--- config.mk ---
export PLATFORM = sky130hd
export DESIGN_NAME = elevator_car_controller
export DESIGN_NICKNAME = d
export VERILOG_FILES = /design/src/hw/rtl/ecc_pkg.sv /design/src/hw/rtl/ecc_queue.sv /design/src/hw/rtl/ecc_seq.sv /design/src/hw/rtl/elevator_car_controller.sv
export SDC_FILE = /design/constraint.sdc
export NUM_CORES = 1
export LEC_CHECK = 0
export BUFFER_PORTS_ARGS = -buffer_cell sky130_fd_sc_hd__buf_2
export CAP_MARGIN = 30
export CELL_PAD_IN_SITES_DETAIL_PLACEMENT = 1
export CELL_PAD_IN_SITES_GLOBAL_PLACEMENT = 1
export CORE_UTILIZATION = 45
export CTS_CLUSTER_SIZE = 14
export DETAILED_ROUTE_END_ITERATION = 8
export PLACE_DENSITY = 0.79
export SLEW_MARGIN = 15
export SYNTH_ARGS = -nofsm -noshare
export SYNTH_HDL_FRONTEND = slang
export SYNTH_SLANG_ARGS = --single-unit
--- constraint.sdc ---
create_clock -name clk -period 5.75 [get_ports clk]
set_clock_uncertainty 0.2 [all_clocks]
set_input_delay 0.575 -clock clk [delete_from_list [all_inputs] [get_ports clk]]
set_output_delay 0.575 -clock clk [all_outputs]
set_load 0.01 [all_outputs]
--- src/hw/rtl/ecc_pkg.sv ---
// Shared constants, types and floor helpers for the elevator car controller.
package ecc_pkg;

  localparam int QUEUE_DEPTH  = 16;
  localparam int FLOOR_BITS   = 8;
  localparam int PTR_W        = $clog2(QUEUE_DEPTH);
  localparam int FILL_W       = $clog2(QUEUE_DEPTH + 1);
  localparam int DWELL_W      = 16;
  localparam int PORT_FLOOR_W = 8;
  localparam int PENDING_W    = 5;

  typedef logic [FLOOR_BITS-1:0]   floor_t;
  typedef logic [PORT_FLOOR_W-1:0] port_floor_t;
  typedef logic [PTR_W-1:0]        ptr_t;
  typedef logic [FILL_W-1:0]       fill_t;
  typedef logic [DWELL_W-1:0]      dwell_t;

  typedef enum logic [1:0] {
    CMD_REQ   = 2'd0,
    CMD_TICK  = 2'd1,
    CMD_EMERG = 2'd2
  } cmd_t;

  typedef enum logic [1:0] {
    MODE_CLOSED = 2'd0,
    MODE_OPEN   = 2'd1,
    MODE_MOVING = 2'd2,
    MODE_EMERG  = 2'd3
  } mode_t;

  typedef enum logic [1:0] {
    HEAD_NONE = 2'd0,
    HEAD_UP   = 2'd1,
    HEAD_DOWN = 2'd2
  } head_t;

  typedef enum logic [1:0] {
    PH_IDLE   = 2'd0,
    PH_TRAVEL = 2'd1,
    PH_DOOR   = 2'd2
  } phase_t;

  // Car status after one beat, as loaded into the result register.
  typedef struct packed {
    floor_t car_floor;
    floor_t goal_floor;
    mode_t  mode;
    head_t  heading;
    logic   changed;
  } status_t;

  // Port floor (8 bits) to internal floor width, zero-extended or truncated.
  function automatic floor_t to_floor(port_floor_t f);
    floor_t r;
    r = '0;
    for (int i = 0; i < FLOOR_BITS; i++) begin
      if (i < PORT_FLOOR_W) r[i] = f[i];
    end
    return r;
  endfunction

  function automatic port_floor_t to_port(floor_t f);
    port_floor_t r;
    r = '0;
    for (int i = 0; i < PORT_FLOOR_W; i++) begin
      if (i < FLOOR_BITS) r[i] = f[i];
    end
    return r;
  endfunction

endpackage

--- src/hw/rtl/ecc_queue.sv ---
// Target floor queue: register file with head/tail pointers and fill count.
module ecc_queue import ecc_pkg::*; (
  input  logic   clk,
  input  logic   rst_n,
  input  logic   push,
  input  floor_t push_a,
  input  floor_t push_b,
  input  logic   pop,
  output floor_t head_floor,
  output logic   not_empty,
  output logic   room2,
  output fill_t  fill_nxt
);

  floor_t mem_r [QUEUE_DEPTH];
  ptr_t   head_r, head_nxt;
  ptr_t   tail_r, tail_nxt;
  ptr_t   tail_p1;
  fill_t  fill_r;

  function automatic ptr_t next_ptr(ptr_t p);
    return (p == PTR_W'(QUEUE_DEPTH - 1)) ? '0 : p + PTR_W'(1);
  endfunction

  assign tail_p1    = next_ptr(tail_r);
  assign head_floor = mem_r[head_r];
  assign not_empty  = (fill_r != '0);
  assign room2      = (fill_r <= FILL_W'(QUEUE_DEPTH - 2));

  always_comb begin
    head_nxt = head_r;
    tail_nxt = tail_r;
    fill_nxt = fill_r;
    if (push) begin
      tail_nxt = next_ptr(tail_p1);
      fill_nxt = fill_r + FILL_W'(2);
    end else if (pop) begin
      head_nxt = next_ptr(head_r);
      fill_nxt = fill_r - FILL_W'(1);
    end
  end

  always_ff @(posedge clk) begin
    if (push) begin
      mem_r[tail_r]  <= push_a;
      mem_r[tail_p1] <= push_b;
    end
  end

  always_ff @(posedge clk) begin
    if (!rst_n) begin
      head_r <= '0;
      tail_r <= '0;
      fill_r <= '0;
    end else begin
      head_r <= head_nxt;
      tail_r <= tail_nxt;
      fill_r <= fill_nxt;
    end
  end

  a_fill_bound: assert property (@(posedge clk) disable iff (!rst_n)
    fill_r <= FILL_W'(QUEUE_DEPTH))
    else $error("queue fill above depth");

  a_push_room: assert property (@(posedge clk) disable iff (!rst_n)
    push |-> room2 && !pop)
    else $error("push without two free slots or together with pop");

  a_pop_filled: assert property (@(posedge clk) disable iff (!rst_n)
    pop |=> fill_r == $past(fill_r) - FILL_W'(1))
    else $error("pop did not take one entry");

endmodule

--- src/hw/rtl/ecc_seq.sv ---
// Car sequencer: phase, dwell counter, floor, goal, mode and heading.
module ecc_seq import ecc_pkg::*; (
  input  logic    clk,
  input  logic    rst_n,
  input  logic    proc,
  input  cmd_t    cmd,
  input  dwell_t  dwell_ticks,
  input  logic    q_avail,
  input  floor_t  q_head,
  output logic    pop,
  output status_t status_nxt
);

  phase_t phase_r, phase_nxt;
  dwell_t dwell_r, dwell_nxt;
  floor_t floor_r, floor_nxt;
  floor_t goal_r, goal_nxt;
  mode_t  mode_r, mode_nxt;
  head_t  head_r, head_nxt;
  logic   changed;

  dwell_t dwell_inc;
  dwell_t dwell_lim;
  logic   dwell_done;
  logic   tick;

  // Ticks only act outside emergency.
  assign tick       = proc && (cmd == CMD_TICK) && (mode_r != MODE_EMERG);
  assign dwell_inc  = dwell_r + DWELL_W'(1);
  assign dwell_lim  = (dwell_ticks == '0) ? DWELL_W'(1) : dwell_ticks;
  assign dwell_done = (dwell_inc >= dwell_lim);
  assign pop        = tick && (phase_r == PH_IDLE) && q_avail;

  always_comb begin
    phase_nxt = phase_r;
    if (tick) begin
      unique case (phase_r)
        PH_IDLE:   if (q_avail) phase_nxt = PH_TRAVEL;
        PH_TRAVEL: if (dwell_done && floor_r == goal_r) phase_nxt = PH_DOOR;
        PH_DOOR:   if (dwell_done) phase_nxt = PH_IDLE;
        default:   phase_nxt = PH_IDLE;
      endcase
    end
  end

  always_comb begin
    dwell_nxt = dwell_r;
    floor_nxt = floor_r;
    goal_nxt  = goal_r;
    mode_nxt  = mode_r;
    head_nxt  = head_r;
    changed   = 1'b0;
    if (proc && cmd == CMD_EMERG) begin
      mode_nxt = (mode_r == MODE_EMERG) ? MODE_CLOSED : MODE_EMERG;
      changed  = 1'b1;
    end else if (tick) begin
      unique case (phase_r)
        PH_IDLE: begin
          if (q_avail) begin
            goal_nxt  = q_head;
            head_nxt  = (q_head > floor_r) ? HEAD_UP : HEAD_DOWN;
            dwell_nxt = '0;
          end
        end
        PH_TRAVEL: begin
          dwell_nxt = dwell_done ? '0 : dwell_inc;
          if (dwell_done) begin
            changed = 1'b1;
            if (floor_r != goal_r) begin
              if (head_r == HEAD_UP) floor_nxt = floor_r + FLOOR_BITS'(1);
              else if (head_r == HEAD_DOWN) floor_nxt = floor_r - FLOOR_BITS'(1);
              mode_nxt = MODE_MOVING;
            end else begin
              mode_nxt = MODE_OPEN;
              head_nxt = HEAD_NONE;
            end
          end
        end
        PH_DOOR: begin
          dwell_nxt = dwell_done ? '0 : dwell_inc;
          if (dwell_done) begin
            changed  = 1'b1;
            mode_nxt = MODE_CLOSED;
          end
        end
        default: ;
      endcase
    end
  end

  always_comb begin
    status_nxt.car_floor  = floor_nxt;
    status_nxt.goal_floor = goal_nxt;
    status_nxt.mode       = mode_nxt;
    status_nxt.heading    = head_nxt;
    status_nxt.changed    = changed;
  end

  always_ff @(posedge clk) begin
    if (!rst_n) begin
      phase_r <= PH_IDLE;
      dwell_r <= '0;
      floor_r <= FLOOR_BITS'(1);
      goal_r  <= FLOOR_BITS'(1);
      mode_r  <= MODE_CLOSED;
      head_r  <= HEAD_NONE;
    end else begin
      phase_r <= phase_nxt;
      dwell_r <= dwell_nxt;
      floor_r <= floor_nxt;
      goal_r  <= goal_nxt;
      mode_r  <= mode_nxt;
      head_r  <= head_nxt;
    end
  end

  a_emerg_freeze: assert property (@(posedge clk) disable iff (!rst_n)
    proc && cmd == CMD_TICK && mode_r == MODE_EMERG |=>
      $stable(phase_r) && $stable(dwell_r) && $stable(floor_r))
    else $error("sequencer moved during emergency");

  a_door_heading: assert property (@(posedge clk) disable iff (!rst_n)
    phase_r == PH_DOOR |-> head_r == HEAD_NONE)
    else $error("heading set while door phase");

  a_step_one: assert property (@(posedge clk) disable iff (!rst_n)
    floor_r != $past(floor_r) |->
      floor_r == $past(floor_r) + FLOOR_BITS'(1) ||
      floor_r == $past(floor_r) - FLOOR_BITS'(1))
    else $error("car moved more than one floor");

endmodule

--- src/hw/rtl/elevator_car_controller.sv ---
// Top level of the elevator car controller: input stage, queue, sequencer, result register.
//
//  channel | signals                                   | role
//  in      | in_valid/in_ready, command, pickup, dest   | one command beat
//  out     | out_valid/out_ready, status fields         | one status beat per command
//  cfg     | cfg_we, cfg_wdata                          | dwell_ticks register
//
// From acceptance to result each beat passes the input register, then one
// update of queue and sequencer that loads the result register.
// A new beat is accepted every cycle while the result side takes its beats.
// A stalled result holds the pipe; in_ready falls once the input register is full.
// Reset is synchronous on rst_n; the queue storage itself is not cleared.
module elevator_car_controller import ecc_pkg::*; (
  input  logic                  clk,
  input  logic                  rst_n,
  input  logic                  in_valid,
  output logic                  in_ready,
  input  logic [1:0]            in_command,
  input  logic [7:0]            in_pickup_floor,
  input  logic [7:0]            in_dest_floor,
  output logic                  out_valid,
  input  logic                  out_ready,
  output logic [7:0]            out_car_floor,
  output logic [7:0]            out_goal_floor,
  output logic [1:0]            out_car_mode,
  output logic [1:0]            out_heading,
  output logic                  out_changed,
  output logic                  out_request_dropped,
  output logic [PENDING_W-1:0]  out_pending,
  input  logic                  cfg_we,
  input  logic [DWELL_W-1:0]    cfg_wdata
);

  logic        s1_valid_r;
  cmd_t        cmd_r;
  port_floor_t pickup_r;
  port_floor_t dest_r;
  dwell_t      dwell_ticks_r;

  logic        s1_go;
  logic        in_acc;
  logic        push;
  logic        pop;
  logic        room2;
  logic        q_avail;
  floor_t      q_head;
  fill_t       fill_nxt;
  status_t     status_nxt;
  logic        is_req;

  logic        out_valid_r;
  status_t     out_status_r;
  logic        out_drop_r;
  fill_t       out_fill_r;

  assign s1_go    = s1_valid_r && (!out_valid_r || out_ready);
  assign in_ready = !s1_valid_r || s1_go;
  assign in_acc   = in_valid && in_ready;
  assign is_req   = (cmd_r == CMD_REQ);
  assign push     = s1_go && is_req && room2;

  always_ff @(posedge clk) begin
    if (!rst_n) begin
      dwell_ticks_r <= DWELL_W'(1);
    end else if (cfg_we) begin
      dwell_ticks_r <= cfg_wdata;
    end
  end

  always_ff @(posedge clk) begin
    if (!rst_n) begin
      s1_valid_r <= 1'b0;
    end else if (in_ready) begin
      s1_valid_r <= in_valid;
    end
  end

  always_ff @(posedge clk) begin
    if (in_acc) begin
      cmd_r    <= cmd_t'(in_command);
      pickup_r <= in_pickup_floor;
      dest_r   <= in_dest_floor;
    end
  end

  ecc_queue u_queue (
    .clk        (clk),
    .rst_n      (rst_n),
    .push       (push),
    .push_a     (to_floor(pickup_r)),
    .push_b     (to_floor(dest_r)),
    .pop        (pop),
    .head_floor (q_head),
    .not_empty  (q_avail),
    .room2      (room2),
    .fill_nxt   (fill_nxt)
  );

  ecc_seq u_seq (
    .clk         (clk),
    .rst_n       (rst_n),
    .proc        (s1_go),
    .cmd         (cmd_r),
    .dwell_ticks (dwell_ticks_r),
    .q_avail     (q_avail),
    .q_head      (q_head),
    .pop         (pop),
    .status_nxt  (status_nxt)
  );

  always_ff @(posedge clk) begin
    if (!rst_n) begin
      out_valid_r <= 1'b0;
    end else if (s1_go) begin
      out_valid_r <= 1'b1;
    end else if (out_ready) begin
      out_valid_r <= 1'b0;
    end
  end

  always_ff @(posedge clk) begin
    if (s1_go) begin
      out_status_r <= status_nxt;
      out_drop_r   <= is_req && !room2;
      out_fill_r   <= fill_nxt;
    end
  end

  // Pending count is reported in its low bits, zero-extended if narrower.
  always_comb begin
    out_pending = '0;
    for (int i = 0; i < PENDING_W; i++) begin
      if (i < FILL_W) out_pending[i] = out_fill_r[i];
    end
  end

  assign out_valid           = out_valid_r;
  assign out_car_floor       = to_port(out_status_r.car_floor);
  assign out_goal_floor      = to_port(out_status_r.goal_floor);
  assign out_car_mode        = out_status_r.mode;
  assign out_heading         = out_status_r.heading;
  assign out_changed         = out_status_r.changed;
  assign out_request_dropped = out_drop_r;

endmodule

After elaboration in Yosys (flattened, before gate mapping)
Memories as Yosys holds them, arrays and structs flattened. A register that Yosys moved wholly into a read port is not among the register bits. Cells that the tools add are included.

Flip-flop bits (word level): 114. RAM bits: 128. Input port bits: 39. Output and inout bits: 29. Word-level logic and storage cells: 125. Memories: 1.

Memory list: u_queue.mem_r (words 16, bits a word 8, read ports 1, clocked after Yosys merged registers in 1, write ports 2, RTL line ecc_queue.sv:15) `floor_t mem_r [QUEUE_DEPTH];`.

Add/subtract/negate cells: 8. Magnitude comparators: 3. Eq/ne operators: 16. Muxes and demuxes: 47. Bitwise operators: 2. Reductions and logical operators: 26.

Operator list (count): $mux 8 (11); $mux 16 (3); $pmux 16 s2 (1); $mux 2 (15); $mux 4 (5); $add 16x1->16 const B (1); $ge 16x16->1 (1); $logic_not 16->1 (1); $add 4x1->4 const B (3); $eq 4x4->1 const B (3); $logic_and 1x1->1 (11); $mux 5 (2); $add 8x1->8 const B (1); $eq 2x2->1 const B (4); $eq 8x8->1 (1); $gt 8x8->1 (1); $ne 8x8->1 (1); $pmux 2 s2 (2); $reduce_and 4->1 (2); $sub 8x1->8 const B (1); $mux 1 (7); $eq 2x1->1 const B (3); $ne 2x1->1 const B (3); $pmux 2 s3 (1); other kinds (12) (18).

Longest topological paths before layout
Gate-level depths: netlist (run 1).

Depth in word-level cells: 10. Depth in mapped cells: 14. Gate-level depth less buffers: 13.

Hierarchy
From an unflattened synthesis (run 1), not the netlist that was laid out.

Cell total of the unflattened synthesis: 986. Area total of the unflattened synthesis: 13012.5 sq um.

By module, submodules not included: ecc_queue (instances 1, cells each 486, area an instance 7795.0 sq um, sequential area each 4184.0 sq um); ecc_seq (instances 1, cells each 392, area an instance 3150.5 sq um, sequential area each 760.7 sq um); elevator_car_controller (instances 1, cells each 108, area an instance 2067.0 sq um, sequential area each 1711.6 sq um).

Worst setup path after synthesis (run 1)
OpenSTA, ideal clock, no wires.

Path type: register to register. From: register u_seq.dwell_r[0]. To: register out_status_r (netlist bit out_car_floor[1]) (data pin). Setup time: 265 ps. Arrival time: 3275 ps. Required time: 5285 ps. Slack: 2011 ps. Cell stages (with the launch flop): 14. Path buffers: 1. Period minus slack after synthesis: 3739 ps. Cell sequence: dfxtp_1 > ha_1 > inv_1 > nor3_1 > nand2_1 > nor2_1 > xor2_1 > ha_1 > a21o_1 > a2111o_1 > or3_1 > clkbuf_1 > a31oi_1 > nor3_1.

RTL lines: from (decl) (RTL line ecc_seq.sv:15) `dwell_t dwell_r, dwell_nxt;`; from (signal assigned) (RTL line ecc_seq.sv:109) `dwell_r <= dwell_nxt;`; to (signal assigned) (RTL line elevator_car_controller.sv:123) `out_status_r <= status_nxt;`; to (decl) (RTL line elevator_car_controller.sv:52) `status_t out_status_r;`.

==> key figures, run 1 <==
STA
  – Slew of the pin with the lowest slew margin: 955 ps
  – Period utilisation layout: between 70% and 80%
  – Final Slew Violations: 0
  – Max Fclk: about 0.23 GHz
  – Max_slew headroom: 36.4%
  – Final hold vios: 0
  – Setup violators final: 0
  – RSZ-0062 raised after global routing: false
  – Tmin final: about 4300 ps
  – Setup TNS: 0 ps

Drt
  – Avg WL per Cell: between 20 and 25 um
  – Routed WL: 32.9 mm
  – 1st-pass router iterations: 4
  – Drc violations: 0
  – Initial drt markers: 559
  – Via Count: ~8400
  – Post-DRT Antenna Nets: 0
  – Vias/cell: 5.80

Global routing
  – Antenna violations before repair: 2
  – Total grt overflow: 0
  – All-Layer GR Usage: about a quarter
  – Global-route wire length before repair: approximately 50 mm
  – Vias in the first global route: 8996
  – Pin count of the biggest net entering global routing: 34

Cells and area
  – Most frequent cells in the layout: 173 x edfxtp_1, 128 x mux2_2, 98 x nand2_1
  – Commonest non-fill, non-tap cell in the layout: edfxtp_1
  – Layout filler cell count: 2748
  – Antenna diodes: 0
  – Layout cell share with drive strength beyond 1: between 30% and 40%
  – Final net count: roughly 1100
  – Layout Cells excl Fill: 1442
  – P&R area growth vs syn: 12.9%

Setup path
  – Critical path cell sequence: ha_1 -> inv_1 -> nor3_1 -> nand2_1 -> nor2_1 -> xor2_1 -> ha_1 -> nand4_1 -> nor3_1 -> nor4b_2 -> nor3_1 -> buf_4 -> o41ai_1 -> nand2_1
  – Most frequent CP cell: nor3_1
  – Setup CP Type: flip-flop to flip-flop
  – Crit-path leading delay family: simple AND/OR/NAND/NOR gates
  – Critical path's slowest cell: nor3_1
  – CP Buf/Inv Count: 2
  – WP data arrival: around 4300 ps
  – CP peak stage delay: ~520 ps
  – Critical Path End Type: flip-flop
  – Req. time, crit path: 5820 ps
  – CP Max Fanout: 12
  – Startpoint types: flip-flop

Logic synthesis
  – Mapped Avg Cell Area: 12.7 sq um
  – Post-synth cell types: 70
  – Fraction of registers with async set/reset: 0%
  – Number of enable flip-flop cells after synthesis: about 170
  – Top FF cell, synth: edfxtp_1
  – Syn Nets: 1067
  – Yosys reg bits: approximately 250
  – Syn Inst Count: just under 1000
  – Register area share after synthesis: a little over half
  – Yosys warns: 0
  – Post-Syn Area: around 0.013 sq mm

CTS
  – Post-CTS Setup Bufs: 0
  – CTS Sinks: about 250
  – Clock-pin slew on the worst setup and hold paths: 60 ps
  – Worst-Skew Late Latency: 530 ps
  – Post-CTS Resized: 0
  – CTS tree: done
  – Num CTS Buffers: 27
  – CTS root buffer: clkbuf_16
  – # H-tree levels: 1
  – Cts hold-fix bufs: 0
  – Clk buf depth: 3

Power
  – PD cells: roughly 270 mW/mm^2
  – Flop pwr share: between 50% and 60%
  – Lkg Pwr: between 4 and 5 nW
  – Internal power: roughly 3.0 mW
  – Comb power frac: under 10%
  – Clk pwr share: 43.3%
  – Max rail drop VDD: between 0.0002 and 0.00025 V
  – Sw Pwr: between 0.8 and 0.9 mW
  – Switching fraction of total power: ~22%

Die
  – Core ar.: 0.0271 sq mm
  – Die span in x: between 150 and 200 um
  – Die Y: between 150 and 200 um
  – Initial Util: a little under half
  – FP Rows: 60
  – Die area: ~0.029 sq mm
  – Ports: 68

Placed design
  – RePlAce Congestion: 0.825
  – Placed cells: between 1000 and 1500
  – PortBufs: 67
  – DP Wirelength: 22.9 mm

Job
  – Maxcap violations: 0

Worst hold path
  – Worst Hold Class: primary input to flip-flop

Outcome
  – Outcome: finished, final reports clean
[path summary, 6_finish.rpt]
path / start / end / slack, ps / cells after the start
max: u_seq.dwell_r[0] / out_car_floor[0] / 1480 / 14
max reg2reg: u_seq.dwell_r[0] / out_car_floor[0] / 1480 / 14
min reg2reg: u_seq.floor_r[7] / u_seq.floor_r[7] / 290 / 2
min: in_pickup_floor[7] / pickup_r[7] / 20 / 1
[stage by stage]
stage / utilization [%] / hold WS (ps) / instance area, sq um / setup WS, ps / total power [mW]
final: 52.2 / 24.5 / 14100 / 1480 / 3.80
after global routing: 52.2 / 9.13 / 14100 / 1020 / 3.90
after CTS: 51.9 / 7.55 / 14100 / 1480 / 3.82
after detailed placement: 48.8 / 280 / 13200 / 1500 / 2.19
after global placement: 48.7 / 255 / 13200 / 1640 / 2.18
after floorplan: - / 244 / 12500 / 2010 / 2.11
[layout make-up]
class                      instances  area, sq um  share of cell area, %
clock inverter                    14         92.6                  0.655
inverter                          40          150                   1.06
sequential                       246         6660                   47.1
timing repair buffer              89          526                   3.72
clock buffer                      35          741                   5.24
tap                              372          465                   3.29
multi-input combinational        646         5500                   38.9
[logic make-up (layout without fill, tap and decap cells)]
kind of cell | count (synthesis) | count (layout) | synth area share (%)
muxes | 186 | 186 | 20.1
adders and majority gates | 43 | 43 | 4.30
and+or+nand+nor | 267 | 267 | 10.9
buffers and inverters | 93 | 178 | 2.91
xor gates and xnor gates | 33 | 33 | 2.31
DFF | 246 | 246 | 53.1
AOI/OAI and AO/OA | 117 | 117 | 6.28
[power by group through the flow]
stage | registers [mW] | clock network (mW) | logic, mW
4_1_cts | 1.97 | 1.66 | 0.179
2_1_floorplan | 1.98 | 0 | 0.129
5_1_grt | 1.98 | 1.72 | 0.196
3_3_place_gp | 2.01 | 0 | 0.165
3_5_place_dp | 2.01 | 0 | 0.176
6_report | 1.98 | 1.64 | 0.180
[worst reg2reg max path, stage by stage (launching register included)]
cell and delay, ps:
dfxtp_1 400, ha_1 230, inv_1 100, nor3_1 520, nand2_1 240, nor2_1 250, xor2_1 100, ha_1 300
nand4_1 120, nor3_1 220, nor4b_2 390, nor3_1 100, buf_4 200, o41ai_1 520, nand2_1 100
[synthesized netlist by cell type (5+ instances only)]
master | count | area share [%]
and4_1 | 5 | 0.35
mux4_2 | 40 | 7.2
ha_1 | 43 | 4.3
nor2_1 | 39 | 1.2
a31oi_1 | 5 | 0.25
inv_1 | 40 | 1.2
a21oi_1 | 36 | 1.4
o21ai_0 | 14 | 0.56
nor4_1 | 7 | 0.35
xnor2_1 | 24 | 1.7
edfxtp_1 | 173 | 41
nor3_1 | 11 | 0.44
nand4_1 | 15 | 0.75
nor2_2 | 13 | 0.65
mux2_2 | 128 | 12
nand2_1 | 98 | 2.9
o22ai_1 | 16 | 0.80
nand3_1 | 26 | 1.0
xor2_1 | 9 | 0.63
mux2i_1 | 18 | 1.4
clkbuf_1 | 39 | 1.2
dfxtp_1 | 73 | 12
and2_1 | 13 | 0.65
buf_2 | 9 | 0.36
[metal layers]
layer | share of wire [%] | GRT usage (%) | routed length [um]
met2 | 51 | 41.9 | 16800
met1 | 41 | 28.6 | 13500
met3 | 4.5 | 3.74 | 1500
met5 | 0.027 | 0 | 9
met4 | 3.4 | 9.13 | 1110
[sequential cells by signal (all words and copies together) (netlist names), 4 cells and up, named ones only]
register        count
u_queue.head_r      4
u_queue.fill_r      5
u_seq.goal_r        8
out_pending         5
u_seq.dwell_r      16
dest_r              8
out_goal_floor      8
dwell_ticks_r      16
u_seq.floor_r       8
u_queue.tail_r      4
pickup_r            8
out_car_floor       8
u_queue.mem_r     128
Power figures use the tool's default switching activity.
==> run 2: changes to the inputs <==
Settings changed: ABC_AREA from default to 1, PLACE_DENSITY 0.79 to 0.84.
Clock period 5.75 ns to 4.06 ns, I/O delays scaled along.
==> run 2 against run 1 <==
Worst hold slack worse by 1.7 ps. Area after synthesis is 0.29% lower. Fmax is 18% higher. Sequential cell count stayed put. Worst setup slack worse by 1000 ps. Largest power group unchanged.
==> key figures, run 2 <==
Outcome
  – Outcome: finished, final reports clean

Power
  – Max rail drop VDD: 0.000351 V (+67%)
  – Clk pwr share: 45.9% (+2.6 points)
  – Comb power frac: 5.3% (+0.6 points)
  – Flop pwr share: 48.8% (-3.2 points)
  – Total power draw: 5.70 mW (+50%)
  – Lkg Pwr: 5.70 nW (+15%)
  – Internal power: 4.40 mW (+49%)
  – Switching fraction of total power: 22.7% (+0.62 points)
  – Sw Pwr: 1.29 mW (+54%)
  – PD cells: 394 mW/mm^2 (+47%)

Drt
  – Post-DRT Antenna Nets: 0 (unchanged)
  – Via Count: 10500 (+26%)
  – Routed WL: 37.2 mm (+13%)
  – Avg WL per Cell: 19.6 um (-14%)
  – Vias/cell: 5.53 (-4.6%)
  – Drc violations: 0 (unchanged)
  – 1st-pass router iterations: 5 (+1)
  – Initial drt markers: 657 (+18%)

Setup path
  – WP data arrival: 3870 ps (-470 ps)
  – Req. time, crit path: 4320 ps (-1500 ps)
  – Most frequent CP cell: a21oi_1
  – Startpoint types: flip-flop
  – Critical Path End Type: flip-flop
  – CP Buf/Inv Count: 0 (-2)
  – Critical path's slowest cell: nor3_4
  – Crit-path leading delay family: simple AND/OR/NAND/NOR gates
  – Critical path cell sequence: nand2_1 -> nor4_2 -> nand3_1 -> xnor2_1 -> ha_1 -> a21oi_1 -> o21ai_0 -> a21oi_1 -> nand2_2 -> nor3_4 -> nand2_1 -> a21oi_1
  – Setup CP Type: flip-flop to flip-flop
  – CP peak stage delay: 540 ps (+20 ps)
  – CP Max Fanout: 16 (+4)

CTS
  – CTS Sinks: 246 (unchanged)
  – Clk buf depth: 3 (unchanged)
  – Worst-Skew Late Latency: 550 ps (+20 ps)
  – Clock-pin slew on the worst setup and hold paths: 60 ps (about the same)
  – # H-tree levels: 1 (unchanged)
  – Num CTS Buffers: 28 (+3.7%)
  – CTS tree: done
  – Post-CTS Setup Bufs: 0 (unchanged)
  – CTS root buffer: clkbuf_16

Global routing
  – Global-route wire length before repair: 58.5 mm (+15%)
  – Total grt overflow: 0 (unchanged)
  – Vias in the first global route: 11100 (+23%)
  – Antenna violations before repair: 1 (-1)
  – Pin count of the biggest net entering global routing: 46 (+35%)
  – All-Layer GR Usage: 26.6% (+3.0 points)

Logic synthesis
  – Yosys top cell area share: 41.6% (+0.12 points)
  – Post-Syn Area: 0.0125 sq mm (-0.29%)
  – Syn Inst Count: 1419 (+44%)
  – Number of enable flip-flop cells after synthesis: 173 (unchanged)
  – Count leader, synth: nand2_1
  – Mapped Avg Cell Area: 8.80 sq um (-31%)
  – Yosys reg bits: 246 (unchanged)
  – Post-synth cell types: 46 (-34%)
  – Fraction of registers with async set/reset: 0% (unchanged)
  – Syn Nets: 1501 (+41%)
  – List of most frequent post-synthesis cells: 294 x nand2_1, 227 x o21ai_0, 173 x edfxtp_1, 138 x nor2_1, 116 x inv_1
  – Top FF cell, synth: edfxtp_1
  – Post-synth top area cell: edfxtp_1
  – Yosys warns: 0 (unchanged)
  – Register area share after synthesis: 53.3% (+0.15 points)
  – Synth area leaders: edfxtp_1 42%, dfxtp_1 12%, o21ai_0 9.1%

Cells and area
  – Largest register FFs: 128 (unchanged)
  – Commonest non-fill, non-tap cell in the layout: nand2_1
  – P&R area growth vs syn: 15.8%
  – Final Cell Area: 0.0145 sq mm (+2.3%)
  – Layout cell share with drive strength beyond 1: 11.7% (-19 points)
  – Layout filler cell count: 3139 (+14%)
  – Most frequent cells in the layout: 293 x nand2_1, 227 x o21ai_0, 173 x edfxtp_1
  – Largest reg by FF count: u_queue.mem_r
  – Final net count: 1584 (+40%)
  – Largest regs: u_queue.mem_r (128), dwell_ticks_r (16), u_seq.dwell_r (16)

Die
  – Die span in x: 169 um (-0.14%)
  – Die Y: 169 um (-0.14%)
  – Die area: 0.0284 sq mm (-0.28%)
  – Core ar.: 0.0271 sq mm (unchanged)
  – Initial Util: 46.1% (-0.13 points)
  – Ports: 68 (unchanged)
  – FP Rows: 60 (unchanged)

Job
  – Maxcap violations: 0 (unchanged)

STA
  – Slew of the pin with the lowest slew margin: 903 ps (-51.7 ps)
  – Tmin final: 3610 ps (-658 ps)
  – Period utilisation layout: 89.0% (+15 points)
  – Setup violators final: 0 (unchanged)
  – RSZ-0062 raised after global routing: false
  – Final setup margin: 448 ps (-1030 ps)
  – Final Slew Violations: 0 (unchanged)
  – Setup TNS: 0 ps (unchanged)
  – Max_slew headroom: 39.7% (+3.4 points)
  – Hold_ws: 22.8 ps (-1.70 ps)
  – Final hold vios: 0 (unchanged)
  – Max Fclk: 0.277 GHz (+18%)

Worst hold path
  – Worst Hold Class: primary input to flip-flop

Placed design
  – DP Worst Slack: 348 ps (-1150 ps)
  – RePlAce Congestion: 0.862 (+4.4%)
  – PortBufs: 67 (unchanged)
  – Placed Area: 0.0132 sq mm (-0.51%)
  – DP Wirelength: 24.4 mm (+6.5%)
## run 2: worst paths after layout
path | from | end | slack (ps) | cells past startpoint
worst max-delay path | u_seq.dwell_r[3] | u_seq.dwell_r[9] | 450 | 12
worst min register to register | u_seq.dwell_r[11] | u_seq.dwell_r[11] | 280 | 2
worst min-delay path | cfg_wdata[13] | dwell_ticks_r[13] | 20 | 3
worst max register to register | u_seq.dwell_r[3] | u_seq.dwell_r[9] | 450 | 12
## run 2: per-layer routing
| layer | global-route usage [%] | part of all wire [%] |
|---|---|---|
| met3 | 3.79 | 5.2 |
| met5 | 0 | 0 |
| met1 | 31.5 | 40 |
| met2 | 47.6 | 50 |
| met4 | 12.5 | 4.4 |
## run 2: kinds of logic (layout without fill, tap and decap cells)
logic type	after synthesis	in the layout	synth area share, %
flip-flops	246	246	53.3
adder cells (fa/ha/maj)	43	43	4.31
other	0	1	0
XOR/XNOR	22	22	1.54
AND/OR/NAND/NOR	540	540	18.5
AO/OA/AOI/OAI	367	367	15.8
buffers and inverters	200	305	6.45
multiplexers	1	1	0.0802
## run 2: per-stage QoR
step / utilization (%) / cells
after global placement: 48.5 / 1807
after CTS: 53.3 / 1894
final: 53.4 / 1897
after floorplan: - / 1419
after detailed placement: 48.5 / 1807
after global routing: 53.4 / 1897
## run 2: power groups by stage
stage	clock network [mW]	registers, mW	logic [mW]
after detailed placement	0	2.83	0.265
final	2.62	2.78	0.300
after CTS	2.64	2.78	0.294
after global placement	0	2.83	0.250
after global routing	2.73	2.78	0.334
after floorplan	0	2.81	0.174
## run 2: repair_timing
item	4_1_cts	5_1_grt
setup endpoints to repair	0	12
hold buffers	35	0
endpoints found under the hold margin	34	0
gates resized for setup	0	1
## run 2: tightest hold or removal path, stage by stage
cell and delay (ps):
buf_2 80, o21ai_0 90, a21oi_1 150
## run 2: cell type report
type	instances	area, sq um	area share (%)
multi-input combinational	973	5030	34.8
inverter	127	477	3.30
antenna	1	2.50	0.0173
tap	372	465	3.22
clock inverter	16	173	1.19
timing repair buffer	126	891	6.16
sequential	246	6660	46.0
clock buffer	36	762	5.27
==> run 3: changes to the inputs <==
Clock period 4.06 ns to 4.45 ns, I/O delays scaled along.
==> run 3 against run 2 <==
Final cell count shrank 0.74%. Routed wire length shrank 1.5%. Die area is the same. Non-clock buffer count shrank 10. Worst setup slack gained 150 ps. Largest cell class unchanged. Register-to-register slack gained 150 ps. Power shrank 12%. Critical endpoint is now u_seq.dwell_r[6]. Cell area shrank 1.3%. Clock power shrank 15%. Sequential power shrank 8.6%. Critical path depth is the same. Sequential share of layout area grew 0.58 points.
==> key figures, run 3 (same netlist as run 2, synthesis figures left out) <==
Outcome
  – Outcome: finished, final reports clean

Power
  – PD cells: 353 mW/mm^2 (-10%)
  – Lkg Pwr: 5.61 nW (-1.7%)
  – Clk pwr share: 44.3% (-1.6 points)
  – Switching fraction of total power: 23.1% (+0.45 points)
  – Comb power frac: 5.3% (about the same)
  – Internal power: 3.87 mW (-12%)
  – Sw Pwr: 1.16 mW (-9.9%)
  – Max rail drop VDD: 0.000327 V (-6.8%)
  – Flop pwr share: 50.4% (+1.6 points)

CTS
  – Clk buf depth: 3 (unchanged)
  – Num CTS Buffers: 27 (-3.6%)
  – CTS Sinks: 246 (unchanged)
  – Worst-Skew Late Latency: 540 ps (about the same)
  – CTS tree: done
  – CTS root buffer: clkbuf_16
  – # H-tree levels: 1 (unchanged)
  – Clock-pin slew on the worst setup and hold paths: 60 ps (about the same)

Job
  – Maxcap violations: 0 (unchanged)

STA
  – Setup TNS: 0 ps (unchanged)
  – Slew of the pin with the lowest slew margin: 953 ps (+50.3 ps)
  – Final Slew Violations: 0 (unchanged)
  – Period utilisation layout: 86.4% (-2.5 points)
  – Tmin final: 3850 ps (+235 ps)
  – Max_slew headroom: 36.4% (-3.3 points)
  – RSZ-0062 raised after global routing: false
  – Setup violators final: 0 (unchanged)
  – Max Fclk: 0.260 GHz (-6.1%)
  – Final hold vios: 0 (unchanged)
  – Final setup margin: 603 ps (+155 ps)

Placed design
  – DP Worst Slack: 808 ps (+460 ps)
  – PortBufs: 67 (unchanged)
  – RePlAce Congestion: 0.865 (+0.35%)
  – DP Wirelength: 24.7 mm (+1.4%)

Global routing
  – All-Layer GR Usage: 26.3% (-0.29 points)
  – Antenna violations before repair: 1 (unchanged)
  – Total grt overflow: 0 (unchanged)
  – Global-route wire length before repair: 58.2 mm (-0.44%)
  – Vias in the first global route: 10900 (-1.6%)
  – Pin count of the biggest net entering global routing: 65 (+41%)

Cells and area
  – Commonest non-fill, non-tap cell in the layout: nand2_1
  – Layout filler cell count: 3168 (+0.92%)
  – Area occupied by multi-input gates: 0.00503 sq mm (about the same)
  – Largest reg by FF count: u_queue.mem_r
  – Layout cell share with drive strength beyond 1: 11.5% (-0.16 points)
  – P&R area growth vs syn: 14.3%
  – Final net count: 1573 (-0.69%)
  – Most frequent cells in the layout: 294 x nand2_1, 227 x o21ai_0, 173 x edfxtp_1
  – Largest regs: u_queue.mem_r (128), dwell_ticks_r (16), u_seq.dwell_r (16)
  – Largest register FFs: 128 (unchanged)
  – Sequential Area: 0.00666 sq mm (unchanged)

Drt
  – Initial drt markers: 577 (-12%)
  – Avg WL per Cell: 19.5 um (-0.75%)
  – Via Count: 10500 (-0.31%)
  – Post-DRT Antenna Nets: 0 (unchanged)
  – Vias/cell: 5.55 (+0.43%)
  – Routed WL: 36.7 mm (-1.5%)
  – 1st-pass router iterations: 5 (unchanged)
  – Drc violations: 0 (unchanged)

Worst hold path
  – Worst Hold Class: primary input to flip-flop

Setup path
  – Setup CP Type: flip-flop to flip-flop
  – CP Max Fanout: 16 (unchanged)
  – Req. time, crit path: 4700 ps (+380 ps)
  – Startpoint types: flip-flop
  – WP data arrival: 4100 ps (+230 ps)
  – Critical Path End Type: flip-flop

Die
  – FP Rows: 60 (unchanged)
  – Initial Util: 46.1% (unchanged)
  – Die span in x: 169 um (unchanged)
  – Ports: 68 (unchanged)
  – Core ar.: 0.0271 sq mm (unchanged)
  – Die Y: 169 um (unchanged)
  – Die area: 0.0284 sq mm (unchanged)
run 3: routing by layer:
| metal | GRT usage (%) | routed length, um |
|---|---|---|
| met2 | 47.1 | 18300 |
| met5 | 0 | 0 |
| met4 | 10.4 | 1470 |
| met3 | 3.18 | 1710 |
| met1 | 32.3 | 15200 |
run 3: critical path, stage by stage (launching register included):
cell and delay (ps):
dfxtp_1 440, nand2_1 140, nor4_2 490, nand3_1 170, xnor2_1 230, ha_1 280, a21oi_1 170, o21ai_0 120
a21oi_1 210, nand2_1 350, nor3_4 620, nand2_1 140, a21oi_1 190
run 3: timing repair:
action                                 in CTS  in global routing
buffers inserted                            0                  0
endpoints found under the hold margin      27                  0
gates resized for setup                     0                  0
hold buffers                               28                  0
run 3: power groups by stage:
stage	registers, mW	logic (mW)	clock network [mW]
6_report	2.54	0.268	2.23
5_1_grt	2.54	0.297	2.33
4_1_cts	2.53	0.264	2.26
3_5_place_dp	2.58	0.243	0
3_3_place_gp	2.58	0.229	0
2_1_floorplan	2.56	0.158	0
run 3: through the flow:
| stage | power (mW) | hold slack, ps | cell area [sq um] | util [%] | cells |
|---|---|---|---|---|---|
| after global routing | 5.17 | 13.4 | 14300 | 52.7 | 1883 |
| after global placement | 2.81 | 254 | 13100 | 48.4 | 1803 |
| after detailed placement | 2.83 | 269 | 13100 | 48.4 | 1803 |
| after CTS | 5.06 | 2.05 | 14300 | 52.6 | 1879 |
| after floorplan | 2.72 | 245 | 12500 | - | 1419 |
| final | 5.03 | 20.2 | 14300 | 52.7 | 1883 |
run 3: path summary, 6_finish.rpt:
check                                       start  slack, ps           endpoint  cells after the start
worst max-delay path             u_seq.dwell_r[3]        600   u_seq.dwell_r[6]                     12
worst max register to register   u_seq.dwell_r[3]        600   u_seq.dwell_r[6]                     12
worst min register to register  u_seq.dwell_r[11]        270  u_seq.dwell_r[11]                      2
worst min-delay path                cfg_wdata[13]         20  dwell_ticks_r[13]                      3
run 3: cell type report:
type                    instances  area share [%]
diodes                          1          0.0175
clock buffers                  32            4.86
clock inverters                16            1.17
inverters                     127            3.34
multi-input cells             973            35.2
flip-flops and latches        246            46.6
well taps                     372            3.26
repair buffers                116            5.50
